--- src/sv/bfmdh_pkg.sv ---
// shared types and constants for the bloom filter with murmur double hashing
package bfmdh_pkg;

  localparam int KEY_W = 32;
  localparam int HW = 64;

  localparam logic [HW-1:0] HASH_SEED = 64'd4;
  localparam logic [HW-1:0] C1 = 64'h87c37b91114253d5;
  localparam logic [HW-1:0] C2 = 64'h4cf5ad432745937f;
  localparam logic [HW-1:0] F1 = 64'hff51afd7ed558ccd;
  localparam logic [HW-1:0] F2 = 64'hc4ceb9fe1a85ec53;
  localparam logic [HW-1:0] MSG_LEN = 64'd4;

  // command codes
  localparam logic CMD_ADD = 1'b0;
  localparam logic CMD_QUERY = 1'b1;

  // configuration register indexes
  localparam logic [0:0] REG_NUM_BITS = 1'b0;
  localparam logic [0:0] REG_NUM_HASHES = 1'b1;
  localparam int CFG_IDX_W = 1;
  localparam int CFG_DATA_W = 18;
  localparam logic [17:0] NUM_BITS_RST = 18'd100000;
  localparam logic [4:0] NUM_HASHES_RST = 5'd5;

  // hashed request handed from front to back
  typedef struct packed {
    logic cmd;
    logic [HW-1:0] h1;
    logic [HW-1:0] h2;
  } hreq_t;

  // back-end sequencer states
  typedef enum logic [2:0] {
    ST_IDLE, ST_STEP, ST_ADV, ST_MOD, ST_PROBE, ST_READ, ST_DONE
  } bst_t;

endpackage

--- src/sv/bfmdh_queue.sv ---
// two-entry queue between the hash front end and the probe back end
module bfmdh_queue (
  input  logic clk,
  input  logic rst,
  input  logic in_valid,
  output logic in_stall,
  input  bfmdh_pkg::hreq_t in_req,
  output logic out_valid,
  input  logic out_stall,
  output bfmdh_pkg::hreq_t out_req
);
  import bfmdh_pkg::*;

  hreq_t mem [2];
  logic wp, rp;
  logic [1:0] cnt;
  logic push, pop;

  assign in_stall = (cnt == 2'd2);
  assign out_valid = (cnt != 2'd0);
  assign out_req = mem[rp];
  assign push = in_valid && !in_stall;
  assign pop = out_valid && !out_stall;

  always_ff @(posedge clk) begin
    if (push) mem[wp] <= in_req;
  end

  always_ff @(posedge clk) begin
    if (rst) begin
      wp <= 1'b0;
      rp <= 1'b0;
      cnt <= 2'd0;
    end else begin
      if (push) wp <= ~wp;
      if (pop) rp <= ~rp;
      cnt <= cnt + {1'b0, push} - {1'b0, pop};
    end
  end
endmodule

--- config.mk ---
export PLATFORM = sky130hd
export DESIGN_NAME = bfmdh_queue
export DESIGN_NICKNAME = d
export VERILOG_FILES = /design/src/sv/bfmdh_pkg.sv /design/src/sv/bfmdh_queue.sv
export SDC_FILE = /design/constraint.sdc
export NUM_CORES = 1
export LEC_CHECK = 0
export BUFFER_PORTS_ARGS = -buffer_cell sky130_fd_sc_hd__clkbuf_2
export CORE_ASPECT_RATIO = 1.1
export CORE_MARGIN = 8
export CORE_UTILIZATION = 52
export CTS_CLUSTER_DIAMETER = 150
export DETAILED_ROUTE_END_ITERATION = 6
export PLACE_DENSITY = 0.79
export REMOVE_ABC_BUFFERS = 1
export SETUP_SLACK_MARGIN = 0.1
export SLEW_MARGIN = 20
export SYNTH_ARGS = -nofsm -noshare
export SYNTH_HDL_FRONTEND = slang
export SYNTH_SLANG_ARGS = --single-unit
--- constraint.sdc ---
create_clock -name clk -period 4.7 [get_ports clk]
set_input_delay 0.235 -clock clk [delete_from_list [all_inputs] [get_ports clk]]
set_output_delay 0.235 -clock clk [all_outputs]
set_load 0.02 [all_outputs]
======== Word-level counts from Yosys, hierarchy flattened ========
Memories as Yosys holds them, arrays and structs flattened. A register that Yosys moved wholly into a read port is not among the register bits.
Cells that the tools add are included.
storage, ports and cells
  flip-flop bits (word level) ............. 4
  latch bits .............................. 0
  bits in writable memories ............... 258
  bits in read-only memories .............. 0
  bits of input ports ..................... 133
  output and inout bits ................... 131
  logic and storage cells ................. 18
  memories kept ........................... 1
cells by class
  add/sub/neg operators ................... 2
  $mul .................................... 0
  div/mod/pow operators ................... 0
  $lt $le $gt $ge ......................... 0
  equal/unequal tests ..................... 1
  shift operators ......................... 0
  muxes and demuxes ....................... 4
  bitwise logic cells ..................... 2
  reduce and logical (&&, ||, !) cells .... 5
memory list
  memory  depth  bits a word  rd ports  clocked after Yosys merged registers in  write ports  line               text
  mem     2      129          1         1                                        1            bfmdh_queue.sv:14  hreq_t mem [2];
operator list
  cell                count
  $mux 1              4
  $add 2x1->2         1
  $eq 2x2->1 const B  1
  $logic_and 1x1->1   2
  $logic_not 1->1     2
  $not 1->1           2
  $reduce_bool 2->1   1
  $sub 2x1->2         1

======== Logic depth before layout (Yosys ltp) ========
  word-level depth ........................ 5
  gate-level depth with buffers ........... 8
  depth with buffers taken out ............ 8

======== Least setup slack after synthesis ========
OpenSTA, ideal clock, no wires.
  kind .................................... register -> register
  start ................................... register cnt[0]
  end ..................................... memory mem[0][0] in the netlist's numbering (enable)
  setup time .............................. 0.482 ns
  arrival time ............................ 3.411 ns
  required time ........................... 4.218 ns
  path slack .............................. 0.807 ns
  stages on the path, launching flop included .. 5
  buffers on the path ..................... 0
  period minus slack after synthesis ...... 3.893 ns
  path through ............................ dfxtp_1 nand2b_2 inv_1 or3_1 inv_1
on the way
  longest elaborated chain between the ends .. 5
ends and longest elaborated chain
  element                       line               text
  from (decl)                   bfmdh_queue.sv:16  logic [1:0] cnt;
  from (signal assigned)        bfmdh_queue.sv:37  cnt <= cnt + {1'b0, push} - {1'b0, pop};
  $eq 2x2->1                    bfmdh_queue.sv:19  assign in_stall = (cnt == 2'd2);
  named net in_stall            bfmdh_queue.sv:6   output logic in_stall,
  $logic_not 1->1               bfmdh_queue.sv:22  assign push = in_valid && !in_stall;
  $logic_and 1x1->1             bfmdh_queue.sv:22
  $mux 1                        bfmdh_queue.sv:26  if (push) mem[wp] <= in_req;
  $mux 1 (implied by the code)  bfmdh_queue.sv:26
  to (decl)                     bfmdh_queue.sv:14
The timed path passes the listed nets, and every way through them passes these cells.

==> results by group <==
Detailed routing
  • DR WL/cell: 20.0 um
  • Initial DRC count: 343
  • Vias: 5533
  • ANT nets after route: 0
  • Vias/cell: 5.02
  • Routed WL: 22000 um
  • DRC: 0
  • First-pass DRT Iterations: 7

STA
  • Period utilisation layout: ~57%
  • Slew Limit Fails: 0
  • TNS Setup: 0 ns
  • Final Hold Viols: 0
  • RSZ-0062 raised after global routing: false
  • Fmax: 0.374 GHz
  • Final min period: ~2.7 ns
  • Hold WS: between 0.09 and 0.1 ns
  • Layout Skew: 0.0108 ns
  • Worst-margin pin slew: approximately 1.1 ns
  • Setup Viol. Count Final: 0
  • Setup slack after layout: between 2 and 2.5 ns
  • Rel. slew slack: approximately 29%

Logic synthesis
  • Cells after Synth: 429
  • Post-synthesis sequential area ratio: between 80 and 90%
  • Synth warn: 0
  • Count of different cell masters after synthesis: 17
  • Syn avg cell area: around 22 sq um
  • Post-Synthesis Cell Area: 9590 sq um
  • Register bit total from synthesis: 263

Clock tree
  • Hold_buf cts: 130
  • CTS Buffer Depth: 3
  • Post_cts resized: 0
  • TritonCTS Buffers: 25
  • TritonCTS Sinks: between 200 and 300
  • H-tree depth: 1
  • Clk slew on worst S/H paths: around 0.060 ns
  • Setup bufs post-CTS: 0
  • Root Buffer: clkbuf_16
  • CTS tree: done
  • Clk Latency, worst-skew pair: ~0.50 ns

Power and ir drop
  • Pwr/cell area: ~510 nW/um^2
  • Worst IR Drop VDD: ~0.53 mV
  • P_leak: between 5 and 6 nW
  • Overall Power: between 6 and 7 mW

Floorplanning
  • Die ar.: approximately 23000 sq um
  • CORE AREA: around 18000 sq um
  • Row cnt: 52
  • DIE WIDTH: between 100 and 150 um
  • Die extent in y: around 160 um
  • Initial Utilization: a little over half
  • I/O pins: 264

Setup path
  • Crit path max fanout: 74
  • Max incr delay on CP: between 0.8 and 0.9 ns
  • Crit. End Element: primary output
  • Cells along the critical path: buf_12, mux2_2, clkbuf_2
  • CP Launch Type: register
  • Worst path arrival time: around 2.4 ns
  • Required time worst endpoint: 4.47 ns
  • Critical-path top delay cell: dfxtp_4
  • Crit path max-delay family: flip-flops
  • WP buf/inv: 2
  • Type of the worst setup path: register to primary output

Global route
  • GR peak layer: met2
  • Largest net degree at the start of global routing: between 80 and 90
  • Met2 GRT Util: around 34%
  • Vias in the first global route: 6033
  • Initial antenna violation count: 5
  • Tot GR Track Use: ~18%
  • Met3 Use GR: approximately 4.9%
  • Total gr overflow: 0
  • First-pass GRT wire length: around 33000 um
  • Grt met1 use: approximately a fifth

Cells and area
  • Post-Layout Cell Count: about 1100
  • Multi-input logic area: 1570 sq um
  • FF/Latch Area: about 7900 sq um
  • Layout fillers: 1092
  • Final Util: a little over 70%
  • Synth-to-layout area growth: 37.7%
  • Design area: about 13000 sq um
  • Layout cell share with drive strength beyond 1: between 50% and 60%
  • Layout Nets: slightly below 1000

Place
  • Post-DP HPWL: 13000 um
  • Dpl cells: a little over 900
  • Port bufs: approximately 260
  • Post-DP Area: around 11000 sq um
  • Worst setup slack after placement: 2.23 ns
  • Routability Congestion: around 0.75

Status
  • Status: finished, final reports clean

Flow run
  • Max cap viols: 0

Min path
  • Worst min path class: input pin to register
## cell usage after synthesis
cell type / n / share of area (%)
mux2_2: 129 / 15
xor2_1: 1 / 0.091
inv_1: 5 / 0.20
or3_1: 2 / 0.13
dfxtp_1: 5 / 1.0
a21oi_1: 3 / 0.16
nand2b_2: 1 / 0.091
nand2_1: 1 / 0.039
nor2b_1: 1 / 0.065
ha_1: 2 / 0.26
and3_2: 1 / 0.078
nor2_1: 3 / 0.12
o21ai_0: 2 / 0.10
buf_2: 1 / 0.052
xnor2_1: 1 / 0.091
buf_6: 13 / 1.5
edfxtp_1: 258 / 81
## layer usage
layer / part of all wire, % / vias up
met3: 7.2 / 44
met1: 37 / 2724
li1: - / 2528
met5: 0.10 / -
met2: 54 / 233
met4: 2.2 / 4
## power by group
group          total [mW]  switching (mW)  leakage, nW  internal [mW]
clock network        1.88           0.797        0.372           1.09
registers            3.07           0.127         2.45           2.94
logic                1.72            1.03         2.22          0.699
total                6.68            1.95         5.04           4.73
## sequential cells by signal, summed over array words and instances, names as in the netlist, named ones only
signal	cells
mem	258
wp	1
rp	1
cnt	2
## area by class of cell
type | count | share of cell area (%)
diodes | 3 | 0.0569
clock buffers | 32 | 4.94
clock inverters | 13 | 0.844
inverters | 5 | 0.161
multi-input cells | 147 | 11.9
flip-flops and latches | 263 | 59.5
well taps | 243 | 2.30
repair buffers | 396 | 20.3
## final timing paths
kind | from | to | slack [ns] | depth (start not counted)
hold / removal | out_stall | register | 0.1 | 3
hold reg to reg | rp$_SDFFE_PP0P_ | register | 0.53 | 2
setup reg to reg | cnt[0]$_SDFF_PP0_ | mem[0][125]$_DFFE_PP_ | 2.17 | 5
setup / recovery | register | out_req[30] | 2.03 | 3
## tightest hold or removal path: cells and delay by family
kind	cells	cell delay, ns
and+or+nand+nor	1	0.13
buffers and inverters	1	0.11
AOI/OAI and AO/OA	1	0.08
## cell families after synthesis
family,Yosys count,synth area share [%]
buffers and inverters,19,1.77
adders and majority gates,2,0.261
AOI/OAI and AO/OA,5,0.261
muxes,129,15.2
and+or+nand+nor,9,0.522
xor gates and xnor gates,2,0.183
DFF,263,81.8
## cell usage in the layout (no fill, tap or decap), types with 2 or more instances in the layout
cell           netlist  layout
or3_1                2       2
diode_2              0       3
bufinv_16            0       2
a21oi_1              3       3
buf_12               0       3
clkbuf_16            0      25
ha_1                 2       2
clkinv_2             0       5
nor2_1               3       3
edfxtp_1           258     258
o21ai_0              2       2
inv_1                5       4
clkinv_1             0       5
dfxtp_1              5       4
clkbuf_2             0     263
mux2_2             129     129
clkbuf_1             0       7
dlygate4sd3_1        0     130
Note: power is estimated with default switching activity, not from simulation.
